[src/rtl/core/cle_pkg.sv]
// Shared types and constants for the console line editor.
// Holds the result kind codes and the control key codes; no dependencies.

package cle_pkg;

	// Result kinds carried on the output channel
	typedef enum logic [2:0] {
		K_NONE  = 3'd0,
		K_ECHO  = 3'd1,
		K_ERASE = 3'd2,
		K_DATA  = 3'd3,
		K_EOF   = 3'd4,
		K_EMPTY = 3'd5
	} kind_t;

	// Control keys
	localparam logic [7:0] KEY_NUL  = 8'h00;
	localparam logic [7:0] KEY_EOF  = 8'h04;
	localparam logic [7:0] KEY_BS   = 8'h08;
	localparam logic [7:0] KEY_LF   = 8'h0A;
	localparam logic [7:0] KEY_CR   = 8'h0D;
	localparam logic [7:0] KEY_DUMP = 8'h10;
	localparam logic [7:0] KEY_KILL = 8'h15;
	localparam logic [7:0] KEY_DEL  = 8'h7F;

	// Default ring depth in bytes
	localparam int BUF_DEPTH_DEF = 128;

endpackage

[src/rtl/core/console_line_editor_top.sv]
// Console line editor: canonical line discipline over a byte ring.
// Depends on cle_pkg for kind codes and key codes.
//
// Usage:
//   The input channel (in_valid / in_stall) carries one beat per key byte
//   (command 0) or per byte pulled by the reader (command 1). The output
//   channel (out_valid / out_stall) returns exactly one result beat for each
//   input beat, in order: echo, erase echo, data byte, end of file, empty or none.
//   A beat is accepted into the input register; once the result register is
//   free, a pass computes its result from the ring pointers and the registered
//   ring read and loads the result register. Throughput is one beat per cycle
//   while the receiver does not stall: the pointer update, the ring write and
//   the read of the next reader slot all complete in that single pass, with
//   a bypass when the slot written is the slot read next.
//   When the receiver stalls, the result register holds, the input register
//   holds its beat, and in_stall rises so no further beat enters until the
//   result drains.
//   Reset clears the three pointers and both valid flags; the ring itself
//   keeps its contents, and only committed (written) slots are ever read.
//   There is no clearing pass: the block takes beats from the first cycle.

module console_line_editor_top
	import cle_pkg::*;
#(
	parameter int BUF_DEPTH = BUF_DEPTH_DEF
) (
	input  logic       clk,
	input  logic       arst_n,
	input  logic       in_valid,
	output logic       in_stall,
	input  logic       command,
	input  logic [7:0] key_code,
	input  logic       first_of_read,
	output logic       out_valid,
	input  logic       out_stall,
	output kind_t      kind,
	output logic [7:0] data_byte,
	output logic [7:0] erase_count,
	output logic       line_committed,
	output logic       end_of_line
);

	localparam int ADDR_W = (BUF_DEPTH > 1) ? $clog2(BUF_DEPTH) : 1;
	localparam int PTR_W  = $clog2(2 * BUF_DEPTH);
	localparam int WIDE_W = (PTR_W > 8) ? PTR_W : 8;

	typedef logic [PTR_W-1:0]  ptr_t;
	typedef logic [ADDR_W-1:0] addr_t;

	localparam ptr_t PTR_LAST = PTR_W'(2 * BUF_DEPTH - 1);
	localparam ptr_t PTR_SPAN = PTR_W'(2 * BUF_DEPTH);
	localparam ptr_t DEPTH_P  = PTR_W'(BUF_DEPTH);

	function automatic ptr_t ptr_inc(input ptr_t p);
		return (p == PTR_LAST) ? '0 : ptr_t'(p + ptr_t'(1));
	endfunction

	function automatic ptr_t ptr_dec(input ptr_t p);
		return (p == '0) ? PTR_LAST : ptr_t'(p - ptr_t'(1));
	endfunction

	function automatic ptr_t ptr_dist(input ptr_t hi, input ptr_t lo);
		return ptr_t'(hi - lo + ((hi < lo) ? PTR_SPAN : '0));
	endfunction

	function automatic addr_t ptr_slot(input ptr_t p);
		ptr_t s;
		s = (p >= DEPTH_P) ? ptr_t'(p - DEPTH_P) : p;
		return s[ADDR_W-1:0];
	endfunction

	// Input register
	logic       valid_s1;
	logic       command_s1;
	logic [7:0] key_s1;
	logic       first_s1;

	// Ring pointers
	ptr_t read_ptr_q, commit_ptr_q, edit_ptr_q;
	ptr_t read_ptr_d, commit_ptr_d, edit_ptr_d;

	// Ring storage and its registered read port
	logic [7:0] line_store [BUF_DEPTH];
	logic [7:0] rd_raw_q;
	logic       byp_q;
	logic [7:0] byp_data_q;
	logic [7:0] rd_data;
	addr_t      rd_addr;
	addr_t      wr_addr;
	logic       wr_en;
	logic [7:0] wr_data;

	// Result register
	logic       out_valid_q;
	kind_t      kind_q, kind_d;
	logic [7:0] data_q, data_d;
	logic [7:0] erase_q, erase_d;
	logic       commit_q, commit_d;
	logic       eol_q, eol_d;

	logic advance;
	ptr_t kill_n;
	logic [WIDE_W-1:0] kill_n_wide;
	ptr_t edit_inc;
	logic [7:0] key_mapped;

	// Handshake: the single pass fires when the result register is free
	assign advance  = valid_s1 && (!out_valid_q || !out_stall);
	assign in_stall = valid_s1 && !advance;

	// Capture input beats
	always_ff @(posedge clk or negedge arst_n) begin
		if (!arst_n) begin
			valid_s1 <= 1'b0;
		end else if (!in_stall) begin
			valid_s1 <= in_valid;
		end
	end

	always_ff @(posedge clk) begin
		if (in_valid && !in_stall) begin
			command_s1 <= command;
			key_s1     <= key_code;
			first_s1   <= first_of_read;
		end
	end

	// Read data with bypass of a write to the same slot on the same edge
	assign rd_data = byp_q ? byp_data_q : rd_raw_q;

	assign kill_n      = ptr_dist(edit_ptr_q, commit_ptr_q);
	assign kill_n_wide = WIDE_W'(kill_n);
	assign edit_inc    = ptr_inc(edit_ptr_q);
	assign key_mapped  = (key_s1 == KEY_CR) ? KEY_LF : key_s1;

	// Single pass: decode the beat, move pointers, form the result
	always_comb begin
		read_ptr_d   = read_ptr_q;
		commit_ptr_d = commit_ptr_q;
		edit_ptr_d   = edit_ptr_q;
		wr_en        = 1'b0;
		wr_addr      = ptr_slot(edit_ptr_q);
		wr_data      = key_mapped;
		kind_d       = K_NONE;
		data_d       = 8'h00;
		erase_d      = 8'h00;
		commit_d     = 1'b0;
		eol_d        = 1'b0;
		if (advance) begin
			if (command_s1) begin
				priority if (read_ptr_q == commit_ptr_q) begin
					kind_d = K_EMPTY;
				end else if (rd_data == KEY_EOF) begin
					kind_d = K_EOF;
					if (first_s1) begin
						read_ptr_d = ptr_inc(read_ptr_q);
					end
				end else begin
					kind_d     = K_DATA;
					data_d     = rd_data;
					eol_d      = (rd_data == KEY_LF);
					read_ptr_d = ptr_inc(read_ptr_q);
				end
			end else begin
				priority if (key_s1 == KEY_DUMP || key_s1 == KEY_NUL) begin
					kind_d = K_NONE;
				end else if (key_s1 == KEY_KILL) begin
					edit_ptr_d = commit_ptr_q;
					if (kill_n != '0) begin
						kind_d  = K_ERASE;
						erase_d = (kill_n_wide > WIDE_W'(255)) ? 8'hFF : kill_n_wide[7:0];
					end
				end else if (key_s1 == KEY_BS || key_s1 == KEY_DEL) begin
					if (edit_ptr_q != commit_ptr_q) begin
						edit_ptr_d = ptr_dec(edit_ptr_q);
						kind_d     = K_ERASE;
						erase_d    = 8'd1;
					end
				end else if (ptr_dist(edit_ptr_q, read_ptr_q) < DEPTH_P) begin
					wr_en      = 1'b1;
					edit_ptr_d = edit_inc;
					kind_d     = K_ECHO;
					data_d     = key_mapped;
					if (key_mapped == KEY_LF || key_mapped == KEY_EOF ||
					    ptr_dist(edit_inc, read_ptr_q) == DEPTH_P) begin
						commit_ptr_d = edit_inc;
						commit_d     = 1'b1;
					end
				end else begin
					kind_d = K_NONE;
				end
			end
		end
	end

	// Prefetch the slot the reader takes next
	assign rd_addr = ptr_slot(read_ptr_d);

	// Ring write and registered read
	always_ff @(posedge clk) begin
		if (wr_en) begin
			line_store[wr_addr] <= wr_data;
		end
		rd_raw_q   <= line_store[rd_addr];
		byp_q      <= wr_en && (wr_addr == rd_addr);
		byp_data_q <= wr_data;
	end

	// Advance pointers
	always_ff @(posedge clk or negedge arst_n) begin
		if (!arst_n) begin
			read_ptr_q   <= '0;
			commit_ptr_q <= '0;
			edit_ptr_q   <= '0;
		end else begin
			read_ptr_q   <= read_ptr_d;
			commit_ptr_q <= commit_ptr_d;
			edit_ptr_q   <= edit_ptr_d;
		end
	end

	// Result valid: load on a pass, drop when taken
	always_ff @(posedge clk or negedge arst_n) begin
		if (!arst_n) begin
			out_valid_q <= 1'b0;
		end else if (advance) begin
			out_valid_q <= 1'b1;
		end else if (!out_stall) begin
			out_valid_q <= 1'b0;
		end
	end

	// Result payload
	always_ff @(posedge clk) begin
		if (advance) begin
			kind_q   <= kind_d;
			data_q   <= data_d;
			erase_q  <= erase_d;
			commit_q <= commit_d;
			eol_q    <= eol_d;
		end
	end

	assign out_valid      = out_valid_q;
	assign kind           = kind_q;
	assign data_byte      = data_q;
	assign erase_count    = erase_q;
	assign line_committed = commit_q;
	assign end_of_line    = eol_q;

	// Pointer ordering: read <= commit <= edit <= read + depth
	ptr_t dist_cr, dist_er;
	assign dist_cr = ptr_dist(commit_ptr_q, read_ptr_q);
	assign dist_er = ptr_dist(edit_ptr_q, read_ptr_q);

	a_ptr_order: assert property (@(posedge clk) disable iff (!arst_n)
		dist_cr <= dist_er && dist_er <= DEPTH_P)
		else $error("ring pointers out of order");

	a_commit_catches_edit: assert property (@(posedge clk) disable iff (!arst_n)
		advance && commit_d |=> commit_ptr_q == edit_ptr_q)
		else $error("commit did not reach edit pointer");

	a_erase_nonzero: assert property (@(posedge clk) disable iff (!arst_n)
		out_valid_q && kind_q == K_ERASE |-> erase_q != 8'h00)
		else $error("erase result with zero count");

	a_eol_is_data: assert property (@(posedge clk) disable iff (!arst_n)
		out_valid_q && eol_q |-> kind_q == K_DATA && data_q == KEY_LF)
		else $error("end of line flag on a non-newline result");

	a_commit_on_echo: assert property (@(posedge clk) disable iff (!arst_n)
		out_valid_q && commit_q |-> kind_q == K_ECHO)
		else $error("commit flag outside a stored key");

endmodule
[config.mk]
export PLATFORM = sky130hd
export DESIGN_NAME = console_line_editor_top
export DESIGN_NICKNAME = d
export VERILOG_FILES = /design/src/rtl/core/cle_pkg.sv /design/src/rtl/core/console_line_editor_top.sv
export SDC_FILE = /design/constraint.sdc
export NUM_CORES = 1
export LEC_CHECK = 0
export BUFFER_PORTS_ARGS = -buffer_cell sky130_fd_sc_hd__buf_2
export CAP_MARGIN = 20
export CORE_ASPECT_RATIO = 0.7
export CORE_MARGIN = 2
export CORE_UTILIZATION = 40
export CTS_BUF_LIST = sky130_fd_sc_hd__clkbuf_4 sky130_fd_sc_hd__clkbuf_8
export DETAILED_ROUTE_END_ITERATION = 8
export PLACE_DENSITY = 0.64
export SKIP_LAST_GASP = 1
export SLEW_MARGIN = 15
export SYNTH_ARGS = -nofsm -noshare
export SYNTH_HDL_FRONTEND = slang
export SYNTH_SLANG_ARGS = --single-unit
[constraint.sdc]
create_clock -name clk -period 8.54 [get_ports clk]
set_clock_uncertainty 0.1 [all_clocks]
set_input_delay 1.708 -clock clk [delete_from_list [all_inputs] [get_ports clk]]
set_output_delay 1.708 -clock clk [all_outputs]
set_load 0.02 [all_outputs]
==> results of run 1 <==
-- path summary, 6_finish.rpt --
check                      depth (start not counted)  slack [ns]  startpoint               to
max                                               13        2.43       byp_q      rd_raw_q[0]
min                                                1        0.44    valid_s1        out_valid
max reg2reg                                       13        2.43       byp_q      rd_raw_q[0]
min reg2reg                                        1        0.44    valid_s1        out_valid
max in group asynchronous                          1        6.95      arst_n    edit_ptr_q[2]
min in group asynchronous                          1        0.84      arst_n  commit_ptr_q[6]
-- per-stage QoR --
stage / setup slack (ns) / hold slack (ns) / std cells / total power (W)
floorplan: 3.70 / 0.349 / 3336 / 0.00912
global placement: 2.13 / 0.437 / 4711 / 0.0107
detailed placement: 2.10 / 0.420 / 4711 / 0.0107
CTS: 2.70 / 0.442 / 4979 / 0.0147
global route: 2.28 / 0.480 / 4983 / 0.0154
finish: 2.43 / 0.437 / 4985 / 0.0149
-- cell type report --
type	count	area [um2]	share of cell area (%)
flip-flops and latches	1098	32700	64.8
multi-input cells	1953	11900	23.7
diodes	3	7.51	0.0149
clock buffers	227	2720	5.39
inverters	34	145	0.288
clock inverters	41	219	0.434
repair buffers	107	801	1.59
well taps	1522	1900	3.78
-- worst max-delay path: cells and delay by family (launching register included) --
family / cells / cell delay [ns]
flops: 1 / 0.89
simple gates: 5 / 1.85
compound gates: 5 / 1.43
buf+inv: 3 / 1.58
-- power groups by stage --
stage,logic (W),clock network [W],registers (W)
finish,0.00460,0.00408,0.00618
floorplan,0.00294,0,0.00618
global route,0.00486,0.00434,0.00619
detailed placement,0.00446,0,0.00629
CTS,0.00447,0.00410,0.00617
global placement,0.00443,0,0.00629
-- per-layer routing --
metal | up-vias | GRT usage (%) | routed length, um
li1 | 13002 | - | -
met1 | 14963 | 34.8 | 59400
met2 | 1868 | 29.6 | 53200
met3 | 235 | 7.60 | 18400
met4 | 4 | 6.48 | 3240
met5 | - | 0 | 27
-- cell usage in the layout (no fill, tap or decap), types with 29 or more instances in the layout --
| master | netlist | final |
|---|---|---|
| edfxtp_1 | 1055 | 1055 |
| nand2_1 | 410 | 410 |
| and3_1 | 228 | 228 |
| a211oi_1 | 204 | 201 |
| nand3_1 | 201 | 200 |
| clkbuf_8 | 0 | 162 |
| nor2_1 | 164 | 161 |
| o21ai_0 | 105 | 104 |
| a31oi_1 | 90 | 90 |
| clkbuf_4 | 0 | 65 |
| buf_4 | 14 | 64 |
| a21oi_1 | 48 | 48 |
| a32oi_1 | 48 | 48 |
| mux2i_1 | 45 | 45 |
| buf_2 | 69 | 36 |
| clkinv_1 | 1 | 29 |
| or4_1 | 29 | 29 |
-- sequential cells by signal, summed over array words and instances (netlist names), 3 cells and up --
register / count
rd_raw_q: 8
data_byte: 8
line_store: 1024
commit_ptr_q: 8
erase_count: 8
key_s1: 8
edit_ptr_q: 8
kind: 3
read_ptr_q: 8
byp_data_q: 8
-- logic make-up after synthesis --
logic type | Yosys count
buffers and inverters | 285
AOI/OAI and AO/OA | 669
DFF | 1098
xor gates and xnor gates | 40
adders and majority gates | 26
and+or+nand+nor | 1158
muxes | 60
==> flow_summary.toml, run 1 <==
[timing]
relSlewSlack_pct = 20.7
fmax_mhz = 164
finalHoldViolations = 0
rsz0062_at_grt = "no"
fin_crit_ns = 6.11
setup-violations-final = 0
post-route-period-util_pct = 71.6
tightest_slew_ns = 1.19
tns_ns = 0
finalMaxSlewViolations = 0

[global_routing]
grt_max_degree = 160
grt_pass1_wl_um = 195000
antenna_found_initial = 5
overflow = 0
grt_pass1_vias = 28045
grt_util_all_layers_pct = 22.6

[logic_synthesis]
synth_area_leaders = "edfxtp_1, nand2_1, a211oi_1"
synth_compound_area_share_pct = 10.3
synth_edf_count = 1055
synthMuxAreaShare_pct = 1.43
ys_types = 86
yosys_warnings = 0
seq_area_frac_synth_pct = 71.4
yosys.area_share.simple_pct = 12.5
synth_fa_ha_area_share_pct = 0.728
synth_nets = 3376
syn_inst = 3336
synth_commonest_cells = "edfxtp_1, nand2_1, and3_1, a211oi_1, nand3_1"
synth_xor_area_share_pct = 0.799
synthArstFlopShare_pct = 2.37
syn_area_mm2 = 0.0457
ys_ff_latch = 1098
synthMostInstantiatedCell = "edfxtp_1"
avgSynthCellArea_um2 = 13.7
yosysTopAreaCellShare_pct = 69.3
yosysTopAreaCell = "edfxtp_1"
synth_top_family_by_area = "simple AND/OR/NAND/NOR gates"
synth-main-ff-cell = "edfxtp_1"

[drt]
dr.pass1.iters = 6
detail_route.wl_per_cell_um = 26.9
drc = 0
routed_wl_um = 134000
final_antenna_net_count = 0
vias = 30072
avgViaCountPerCell = 6.03
drt_iter0_drc = 4997

[worst_setup_path]
path_cells = "nor4b_2, o22ai_4, o311a_1, a21oi_4, buf_4, nor2_4, inv_8, buf_4, a211oi_1, or4_1, a22oi_1, nand4_1, nor4bb_1"
crit_top_cell = "buf_4"
crit_slowest_cell = "dfxtp_1"
cp.arrival_ns = 6.75
cpPeakStageDelay_ns = 0.89
start_kind = "flip-flop"
critPathKind = "reg -> reg"
required_ns = 9.18
end_kind = "flip-flop"
path_max_fanout = 117

[clock_network]
cts_root_buf = "clkbuf_8"
cts_max_level = 4
cts.clk_slew.worst_paths_ns = 0.07
post_cts.repair.setup_buffers = 0
clock-sinks = 1098
cts_buffers = 156
clock_latency_ns = 0.86
cts_tree = "built"
clock_path_buffers = 3
cts_resized = 0
ctsHoldBuffers = 0

[job]
maxCapViolCount = 0

[pwr]
power_frac_comb_pct = 31.0
switching_share_pct = 36.9
switchingPower_w = 0.00548
p_int_w = 0.00938
clkPwrFrac_pct = 27.4
p_per_area_mw_per_mm2 = 295
power_frac_seq_pct = 41.6
p_leak_nw = 16.6
irDropWorstVdd_mv = 0.352

[placed_design]
gp_congestion = 0.931
place_hpwl_um = 81200
placed_area_mm2 = 0.0474
io_buffer_count = 36

[hold_path]
hold_path_class = "reg -> reg"

[layout]
area_growth_pct = 10.2
nFillCells = 10150
layout.nets = 3390
drive_gt1_share_pct = 11.8
fin_util_pct = 44.5
design_area_mm2 = 0.0504

[floorplanning]
dieHeight_um = 287
rows = 103
die_w_um = 408
coreArea_mm2 = 0.113
ios = 37
initial_core_util_pct = 40.4
dieArea_mm2 = 0.117

[outcome]
status = "finished, final reports clean"
(Power assumes the default switching activity.)
==> run 2, diff against run 1 <==
- PLACE_DENSITY: 0.64 -> 0.66
- clock period: 8.54 -> 5.3 ns (I/O delays scaled with it)
==> flow_summary.toml, run 2 (same netlist as run 1, synthesis figures left out) <==
[layout]
multiInputGateArea_mm2 = 0.0119
largest_register = "line_store"
layout_commonest_cell = "edfxtp_1"
fin_util_pct = 45.9
drive_gt1_share_pct = 16.2
nFillCells = 9936
layoutNonFillerInstCount = 5156
final_cell_mix = "edfxtp_1, nand2_1, and3_1, buf_4, a211oi_1"
layout.nets = 3548
area_growth_pct = 13.5
largest_reg_flops = 1024
register_area_mm2 = 0.0327

[clock_network]
cts_resized = 0
clock-sinks = 1098
ctsHoldBuffers = 0
cts.clk_slew.worst_paths_ns = 0.07
cts_max_level = 4
clock_latency_ns = 0.87
post_cts.repair.setup_buffers = 0
cts_buffers = 156
clock_path_buffers = 3
cts_root_buf = "clkbuf_8"
cts_tree = "built"

[job]
maxCapViolCount = 0

[drt]
drt_iter0_drc = 4547
vias = 30633
drc = 0
detail_route.wl_per_cell_um = 25.7
dr.pass1.iters = 5
routed_wl_um = 133000
avgViaCountPerCell = 5.94
final_antenna_net_count = 0

[placed_design]
io_buffer_count = 36
dp.cells = 4872
place_hpwl_um = 82900
gp_congestion = 0.937

[pwr]
irDropWorstVdd_mv = 0.360
p_per_area_mw_per_mm2 = 470
p_leak_nw = 17.6

[outcome]
status = "finished, final reports clean"

[floorplanning]
coreArea_mm2 = 0.113
ios = 37
die_w_um = 408
rows = 103
dieArea_mm2 = 0.117
dieHeight_um = 287
initial_core_util_pct = 40.4

[worst_setup_path]
critPathKind = "reg -> reg"
path_cells = "buf_4, nor4_2, o22ai_4, o31ai_4, nor3_1, xnor2_2, inv_1, nor4_2, a21boi_0, nor4_1, and4_1"
crit_top_cell = "nor4_2"
path_max_fanout = 14
cpPeakStageDelay_ns = 0.99
start_kind = "flip-flop"
r2r_slack_ns = 0.19
crit_slowest_cell = "nor4_2"
required_ns = 5.96
cp.arrival_ns = 5.77
end_kind = "flip-flop"

[timing]
rsz0062_at_grt = "no"
fin_crit_ns = 5.11
finalMaxSlewViolations = 0
post-route-period-util_pct = 96.4
whs_ns = 0.144
tightest_slew_ns = 1.25
tns_ns = 0
setup-violations-final = 0
finalHoldViolations = 0
relSlewSlack_pct = 14.7
fmax_mhz = 196

[global_routing]
antenna_found_initial = 5
overflow = 0
grt_util_all_layers_pct = 22.2
grt_pass1_vias = 28599
grt_max_degree = 128
grt_pass1_wl_um = 194000

[hold_path]
hold_path_class = "in -> async"
==> run 2: cell types whose count changed in the layout (fill, tap and decap cells not counted), moves of 3 or more <==
cell,previous run,this run
clkinv_2,6,18
clkbuf_8,162,165
buf_12,7,17
clkinv_1,29,22
inv_6,1,5
buf_4,64,212
==> run 2: worst max-delay path, delay by kind of cell (launching register included) <==
family | cells | cell delay (ns)
AND/OR/NAND/NOR | 5 | 1.89
AO/OA/AOI/OAI | 3 | 1.39
buffers and inverters | 2 | 0.67
XOR/XNOR | 1 | 0.54
flip-flops | 1 | 0.41
==> run 2: final timing paths <==
| check | startpoint | end | depth (start not counted) |
|---|---|---|---|
| max in group asynchronous | arst_n | commit_ptr_q[1] | 1 |
| hold reg to reg | valid_s1 | out_valid | 1 |
| hold / removal | arst_n | commit_ptr_q[7] | 1 |
| setup reg to reg | byp_q | rd_raw_q[6] | 11 |
| setup / recovery | byp_q | rd_raw_q[6] | 11 |
| min in group clk | key_code[1] | key_s1[1] | 1 |
==> run 2: report_power, final <==
part	switching [W]	total [W]	internal [W]
sequential	0.000213	0.00988	0.00967
combinational	0.00532	0.00766	0.00235
clock	0.00332	0.00682	0.00350
==> run 2: area by class of cell <==
class	count	area share [%]
inverter	34	0.280
sequential	1098	63.0
timing repair buffer	265	4.07
antenna	1	0.00482
tap	1522	3.67
multi-input combinational	1953	23.0
clock buffer	229	5.30
clock inverter	54	0.716
==> run 2: through the flow <==
step	total power, W	setup slack, ns	cell area [um2]
2_1_floorplan	0.0147	0.699	45700
3_3_place_gp	0.0174	0.299	48800
3_5_place_dp	0.0175	0.264	48800
4_1_cts	0.0242	0.327	51900
5_1_grt	0.0253	0.00544	51900
6_report	0.0244	0.189	51900
==> run 2: metal layers <==
layer	track usage (%)	routed length [um]	part of all wire, %
met1	33.9	58300	44
met2	29.2	52900	40
met3	7.53	17700	13
met4	7.48	3720	2.8
met5	0	12	0.0090
